## src/design/bbr_pkg.sv

```systemverilog
package bbr_pkg;

    localparam int RADIUS_W       = 5;
    localparam int RADIUS_MAX_DEF = 31;
    localparam int RADIUS_RESET   = 1;
    localparam int PIX_W          = 8;
    localparam int CH_N           = 3;
    localparam int N_W            = RADIUS_W + 1;
    localparam int SUM_W          = 14;
    localparam int X_W            = SUM_W + 1;
    localparam int RECIP_K        = 22;
    localparam int RECIP_W        = 22;
    localparam int PROD_W         = X_W + RECIP_W;
    localparam int LEVELS         = 1 << RADIUS_W;

    typedef logic [PIX_W-1:0] t_pix;

    typedef enum logic [2:0] {
        S_IDLE,
        S_READ,
        S_ADV,
        S_MUL,
        S_EMIT
    } t_state;

endpackage

```

## src/design/box_blur_row.sv

```systemverilog
// Row pass of a box filter with clamp-to-edge over a stream of blue, green and red
// pixels. Each output is the round-half-up average of the 2r+1 pixels centered on it,
// where pixels beyond either end of the row read as the first or last pixel. An output
// appears once pixel j+r has been taken; the pixel marked row_end makes r more window
// steps that flush the outputs still pending, the last one flagged row_done, so a row
// yields one output per pixel. Each pixel goes through a history read and a sum update, then
// a reciprocal multiply and an output load if it yields an output, and each flush step of a
// row end does the same; a stalled output holds the output load for as long as the stall
// lasts. The input stays stalled until the pixel and its flush steps are done. This order
// is set by the one-read-per-step sequencer around the pixel history ring memory. Writing
// the radius restarts the current row.
module box_blur_row #(
    parameter int RADIUS_MAX = bbr_pkg::RADIUS_MAX_DEF
) (
    input  logic                         i_clk,
    input  logic                         i_rst_n,
    input  logic                         i_cfg_valid,
    output logic                         o_cfg_ready,
    input  logic [bbr_pkg::RADIUS_W-1:0] i_cfg_data,
    input  logic                         i_in_valid,
    output logic                         o_in_stall,
    input  logic [bbr_pkg::PIX_W-1:0]    i_blue_in,
    input  logic [bbr_pkg::PIX_W-1:0]    i_green_in,
    input  logic [bbr_pkg::PIX_W-1:0]    i_red_in,
    input  logic                         i_row_end,
    output logic                         o_out_valid,
    input  logic                         i_out_stall,
    output logic [bbr_pkg::PIX_W-1:0]    o_blue_out,
    output logic [bbr_pkg::PIX_W-1:0]    o_green_out,
    output logic [bbr_pkg::PIX_W-1:0]    o_red_out,
    output logic                         o_row_done
);

    import bbr_pkg::*;

    localparam int HIST_N = 2 * RADIUS_MAX + 1;
    localparam int AW     = $clog2(HIST_N + 1);
    localparam int DEPTH  = 1 << AW;
    localparam int MV_W   = AW + 1;
    localparam int HI_W   = PROD_W - RECIP_K - PIX_W;

    t_state               r_state, n_state;
    logic [RADIUS_W-1:0]  r_radius;
    logic [AW-1:0]        r_pos;
    logic [AW-1:0]        r_wp;
    logic [AW-1:0]        r_raddr;
    t_pix                 r_px    [CH_N];
    t_pix                 r_first [CH_N];
    logic [SUM_W-1:0]     r_sum   [CH_N];
    logic [PROD_W-1:0]    r_prod  [CH_N];
    logic                 r_last;
    logic [MV_W-1:0]      r_mv;
    logic [RADIUS_W-1:0]  r_step;
    logic [RECIP_W-1:0]   r_recip;
    logic [RECIP_W-1:0]   recip_tab [LEVELS];
    logic                 r_ovalid;
    t_pix                 r_oval  [CH_N];
    logic                 r_odone;

    logic [N_W-1:0]       n_win;
    logic [RADIUS_W-1:0]  cfg_radius;
    logic                 cfg_acc;
    logic                 in_acc;
    logic                 out_free;
    logic                 emit_now;
    logic                 more;
    logic                 leave_first;
    logic                 do_emit;
    logic [AW-1:0]        ram_raddr;
    logic [CH_N*PIX_W-1:0] ram_wdata;
    logic [CH_N*PIX_W-1:0] ram_rdata;

    for (genvar g = 0; g < LEVELS; g++) begin : g_recip
        localparam int unsigned DIVISOR = 2 * (2 * g + 1);
        localparam int unsigned RECIP   = ((1 << RECIP_K) + DIVISOR - 1) / DIVISOR;
        assign recip_tab[g] = RECIP_W'(RECIP);
    end

    assign n_win       = {r_radius, 1'b1};
    assign cfg_radius  = (int'(i_cfg_data) > RADIUS_MAX) ? RADIUS_W'(RADIUS_MAX)
                                                         : i_cfg_data;
    assign o_cfg_ready = (r_state == S_IDLE);
    assign o_in_stall  = (r_state != S_IDLE) || i_cfg_valid;
    assign cfg_acc     = i_cfg_valid && o_cfg_ready;
    assign in_acc      = i_in_valid && !o_in_stall;
    assign out_free    = !r_ovalid || !i_out_stall;
    assign more        = r_last && (r_step != r_radius);
    assign leave_first = r_mv < MV_W'(n_win);
    assign do_emit     = r_mv >= MV_W'(r_radius);
    assign ram_wdata   = {i_red_in, i_green_in, i_blue_in};

    always_comb begin
        n_state   = r_state;
        emit_now  = 1'b0;
        ram_raddr = r_wp - AW'(n_win);
        case (r_state)
            S_IDLE: begin
                if (in_acc) begin
                    n_state = S_ADV;
                end
            end
            S_READ: begin
                ram_raddr = r_raddr;
                n_state   = S_ADV;
            end
            S_ADV: begin
                if (do_emit) begin
                    n_state = S_MUL;
                end else if (more) begin
                    n_state = S_READ;
                end else begin
                    n_state = S_IDLE;
                end
            end
            S_MUL: begin
                n_state = S_EMIT;
            end
            S_EMIT: begin
                if (out_free) begin
                    emit_now = 1'b1;
                    n_state  = more ? S_READ : S_IDLE;
                end
            end
            default: begin
                n_state = S_IDLE;
            end
        endcase
    end

    always_ff @(posedge i_clk) begin
        if (!i_rst_n) begin
            r_state <= S_IDLE;
        end else begin
            r_state <= n_state;
        end
    end

    bbr_ram #(
        .WIDTH (CH_N * PIX_W),
        .DEPTH (DEPTH)
    ) u_hist (
        .i_clk   (i_clk),
        .i_we    (in_acc),
        .i_waddr (r_wp),
        .i_wdata (ram_wdata),
        .i_raddr (ram_raddr),
        .o_rdata (ram_rdata)
    );

    // control
    always_ff @(posedge i_clk) begin
        if (!i_rst_n) begin
            r_radius <= RADIUS_W'(RADIUS_RESET);
            r_pos    <= '0;
            r_wp     <= '0;
            r_ovalid <= 1'b0;
        end else begin
            if (cfg_acc) begin
                r_radius <= cfg_radius;
                r_pos    <= '0;
            end else if (in_acc) begin
                r_wp <= r_wp + AW'(1);
                if (i_row_end) begin
                    r_pos <= '0;
                end else if (r_pos != AW'(HIST_N)) begin
                    r_pos <= r_pos + AW'(1);
                end
            end
            if (emit_now) begin
                r_ovalid <= 1'b1;
            end else if (!i_out_stall) begin
                r_ovalid <= 1'b0;
            end
        end
    end

    // datapath
    always_ff @(posedge i_clk) begin
        r_recip <= recip_tab[r_radius];
        if (in_acc) begin
            r_px[0] <= i_blue_in;
            r_px[1] <= i_green_in;
            r_px[2] <= i_red_in;
            r_last  <= i_row_end;
            r_mv    <= MV_W'(r_pos);
            r_step  <= '0;
            r_raddr <= r_wp - AW'(n_win) + AW'(1);
        end
        if (r_state == S_READ) begin
            r_mv    <= r_mv + MV_W'(1);
            r_step  <= r_step + RADIUS_W'(1);
            r_raddr <= r_raddr + AW'(1);
        end
        for (int c = 0; c < CH_N; c++) begin
            if (cfg_acc) begin
                r_sum[c] <= '0;
            end else if (r_state == S_ADV) begin
                if (r_mv == '0) begin
                    r_first[c] <= r_px[c];
                    r_sum[c]   <= SUM_W'(n_win) * SUM_W'(r_px[c]);
                end else if (leave_first) begin
                    r_sum[c] <= r_sum[c] + SUM_W'(r_px[c]) - SUM_W'(r_first[c]);
                end else begin
                    r_sum[c] <= r_sum[c] + SUM_W'(r_px[c])
                                - SUM_W'(ram_rdata[c*PIX_W +: PIX_W]);
                end
            end
            if (r_state == S_MUL) begin
                r_prod[c] <= PROD_W'({r_sum[c], 1'b0} + X_W'(n_win)) * PROD_W'(r_recip);
            end
            if (emit_now) begin
                if (r_prod[c][PROD_W-1 -: HI_W] != '0) begin
                    r_oval[c] <= '1;
                end else begin
                    r_oval[c] <= r_prod[c][RECIP_K +: PIX_W];
                end
            end
        end
        if (emit_now) begin
            r_odone <= r_last && (r_step == r_radius);
        end
    end

    assign o_out_valid = r_ovalid;
    assign o_blue_out  = r_oval[0];
    assign o_green_out = r_oval[1];
    assign o_red_out   = r_oval[2];
    assign o_row_done  = r_odone;

endmodule

```

## src/design/bbr_ram.sv

```systemverilog
module bbr_ram #(
    parameter int WIDTH = 24,
    parameter int DEPTH = 64
) (
    input  logic                     i_clk,
    input  logic                     i_we,
    input  logic [$clog2(DEPTH)-1:0] i_waddr,
    input  logic [WIDTH-1:0]         i_wdata,
    input  logic [$clog2(DEPTH)-1:0] i_raddr,
    output logic [WIDTH-1:0]         o_rdata
);

    logic [WIDTH-1:0] r_mem [DEPTH];
    logic [WIDTH-1:0] r_rdata;

    always_ff @(posedge i_clk) begin
        if (i_we) begin
            r_mem[i_waddr] <= i_wdata;
        end
        r_rdata <= r_mem[i_raddr];
    end

    assign o_rdata = r_rdata;

endmodule

```

## config.mk

```make
export PLATFORM = sky130hd
export DESIGN_NAME = box_blur_row
export DESIGN_NICKNAME = d
export VERILOG_FILES = /design/src/design/bbr_pkg.sv /design/src/design/box_blur_row.sv /design/src/design/bbr_ram.sv
export SDC_FILE = /design/constraint.sdc
export NUM_CORES = 2
export LEC_CHECK = 0
export ABC_CLOCK_PERIOD_IN_PS = 17000
export BUFFER_PORTS_ARGS = -buffer_cell sky130_fd_sc_hd__buf_4
export CAP_MARGIN = 20
export CORE_MARGIN = 5
export CORE_UTILIZATION = 49
export DETAILED_ROUTE_END_ITERATION = 7
export GPL_TIMING_DRIVEN = 0
export MAX_ROUTING_LAYER = met4
export SLEW_MARGIN = 20
export SYNTH_ARGS = -nofsm -noshare
export SYNTH_HDL_FRONTEND = slang
export SYNTH_SLANG_ARGS = --single-unit
export TNS_END_PERCENT = 30
```

## constraint.sdc

```tcl
create_clock -name i_clk -period 17 [get_ports i_clk]
set_input_delay 0.85 -clock i_clk [delete_from_list [all_inputs] [get_ports i_clk]]
set_output_delay 0.85 -clock i_clk [all_outputs]
set_load 0.03 [all_outputs]
```

==> key figures <==
STA
  – Final setup vio count: 0
  – Fin crit share: between 60 and 70%
  – Fin Clk Skew: slightly above 0.09 ns
  – Fin. max-slew vios: 0
  – Max Fclk: 84.5 MHz
  – Fin Setup TNS: 0 ns
  – Crit path time final: 11.84 ns
  – Worst Max-Slew Pin Slew: around 1.2 ns
  – RSZ-0062 raised after global routing: false
  – Relative slew slack: 16.4%
  – Final Hold Vio Count: 0

Floorplanning
  – Initial core utilization: about half
  – Die Y: 483 µm
  – Site Rows: 173
  – IO Pins: 63
  – DIE AREA: 0.234 mm²
  – Die X: 483 µm
  – Core area: between 0.2 and 0.25 mm²

Setup path
  – CP Capture Type: flop
  – Critical path type: reg -> reg
  – Startpoint Class: flop
  – Critical Path AT: about 12 ns
  – Crit-path slowest cell: xnor2_1
  – CP most frequent cell: fa_1
  – Crit-path max cell delay: between 0.8 and 0.9 ns
  – CP required: 17.56 ns
  – Max FO, Critical Path: 15

Logic synthesis
  – Synth Warn #: 0
  – Largest area contributor in the netlist: edfxtp_1
  – Register bit total from synthesis: about 1800
  – Netlist cell types: 83
  – Syn Nets: approximately 11000
  – Most instantiated cells after synthesis: 2135 x nand2_1, 1715 x edfxtp_1, 1049 x inv_1
  – Yosys top cell area share: 46.9%
  – Mapped Avg Cell Area: 11.0 µm²
  – Top-count cell post-synth: nand2_1
  – Async SR Flop Fraction: 0%
  – Number of synthesized flops with an enable pin: 1715
  – Cell count after synthesis: 9944
  – Top cells by area, synth: edfxtp_1 47%, fa_1 16%, nand2_1 7.3%
  – Mapped Area: 0.110 mm²
  – Ys flop type: edfxtp_1
  – Sequential share of the synthesized area: 48.1%

Run
  – Maximum capacitance violations: 0

Global routing
  – Initial antenna violation count: 17
  – Grt ovf: 0
  – Largest net degree at the start of global routing: 66
  – Vias in the first global route: about 78000
  – GRT Max-Usage Layer: met2
  – Total Routing Usage GR: about a third
  – Met2 Resource Use GR: a little over half
  – Grt met3 use: ~4.5%
  – GR Layer Usage met1: 40.6%
  – Global-route wire length before repair: 544000 µm

Drt
  – Average wire per standard cell: 28.3 µm
  – Final ANT Viol Nets: 0
  – DRT iter0 DRCs: between 7000 and 8000
  – DRC viols: 0
  – Routed Wire Length: between 300000 and 400000 µm
  – DRT Pass-1 Iters: 6
  – Routed via count: 77900
  – Vias/cell: just under 6

Clock network
  – Clk pin slew, worst setup/hold paths: 0.06 ns
  – Hold_buf cts: 0
  – Cts bufs inserted: 187
  – Max H-tree Level: 4
  – Worst-Skew Late Latency: about 0.87 ns
  – Max clock buf depth: 3
  – Clk sink count: around 1800
  – Setup Fix Bufs, Post-CTS: 0
  – CTS tree: done
  – Clock Tree Root: clkbuf_16
  – Post-CTS resize count: 0

Placed design
  – Final HPWL DP: 281000 µm
  – Port Buf Inserts: 62
  – GPL Wtd Cong: 1.03

Layout
  – Synth-to-layout area growth: 11.0%
  – Share of layout cells above drive strength 1: 6.72%
  – Final nets: around 12000

Run status
  – Status: completed

Worst hold path
  – Hold WC Path Type: in -> reg
[stage by stage]
stage	setup WS (ns)	hold slack (ns)	util [%]	area, µm²	std cells
6_report	5.16	0.229	54.7	122000	13400
3_5_place_dp	5.13	0.493	52.0	116000	13000
2_1_floorplan	8.79	0.482	-	110000	9944
5_1_grt	4.90	0.194	54.7	122000	13400
4_1_cts	5.05	0.177	54.7	122000	13400
3_3_place_gp	5.10	0.492	51.2	114000	13000
[flip-flops by register name, summed over array words and instances (netlist names)]
register        cells
r_state             3
r_recip            21
o_row_done          1
r_first            24
r_radius            5
r_px               24
r_raddr             6
r_prod             45
r_last              1
o_out_valid         1
r_sum              42
r_mv                7
r_wp                6
r_pos               6
u_hist.r_mem     1536
u_hist.o_rdata     24
r_oval             24
r_step              5
[cell type report]
| cell class | instances | area [µm²] |
|---|---|---|
| clock buffer | 239 | 4940 |
| antenna | 27 | 67.6 |
| multi-input combinational | 6534 | 51400 |
| tap | 2975 | 3720 |
| fill | 19300 | 101000 |
| buffer | 573 | 2400 |
| inverter | 1056 | 3970 |
| timing repair buffer | 114 | 1520 |
| sequential | 1781 | 52800 |
| clock inverter | 113 | 1080 |
[per-layer routing]
metal | part of all wire (%) | vias up
met5 | 0 | -
met4 | 6.6 | 0
met3 | 6.8 | 823
met2 | 48 | 3306
met1 | 39 | 39400
li1 | - | 34300
[path summary, 6_finish.rpt]
kind / slack, ns / depth (start not counted) / end / startpoint
min reg2reg: 0.50 / 1 / r_oval[0][4] / r_prod[0][26]
max reg2reg: 5.16 / 29 / r_prod[0][109] / r_radius[1]
max: 5.16 / 29 / r_prod[0][109] / r_radius[1]
min: 0.23 / 1 / r_last / i_row_end
[kinds of logic after synthesis]
| family | synth area share [%] |
|---|---|
| adder cells (fa/ha/maj) | 21.7 |
| AND/OR/NAND/NOR | 16.0 |
| XOR/XNOR | 1.88 |
| multiplexers | 0.216 |
| flip-flops | 48.1 |
| buffers and inverters | 5.77 |
| AO/OA/AOI/OAI | 6.39 |
[cell usage in the layout (no fill, tap or decap), types with 60 or more instances in the layout]
cell type and instances:
nor2_4 64, o21ai_0 115, a31oi_1 61, nor3_1 90, a311oi_1 268, and2_1 392
clkbuf_16 188, a21oi_1 149, and3_1 106, a21o_1 61, dfxtp_1 65, inv_1 1049
edfxtp_1 1715, buf_2 140, nand2b_1 60, clkbuf_1 402, xor2_1 91, nand2_1 2131
nand3_1 627, nor2_1 255, buf_4 74, xnor2_1 129, a211oi_1 126, ha_1 511
fa_1 871
[worst max-delay path, delay by kind of cell (launching register included)]
family | cells | cell delay [ns]
flip-flops | 1 | 0.66
adder cells (fa/ha/maj) | 8 | 3.94
AND/OR/NAND/NOR | 5 | 1.36
buffers and inverters | 5 | 2.11
AO/OA/AOI/OAI | 10 | 2.63
XOR/XNOR | 1 | 0.88
Power is left out: the tool's default activity adds up to more than one toggle a clock period on the data nets, which glitch-free logic cannot reach.
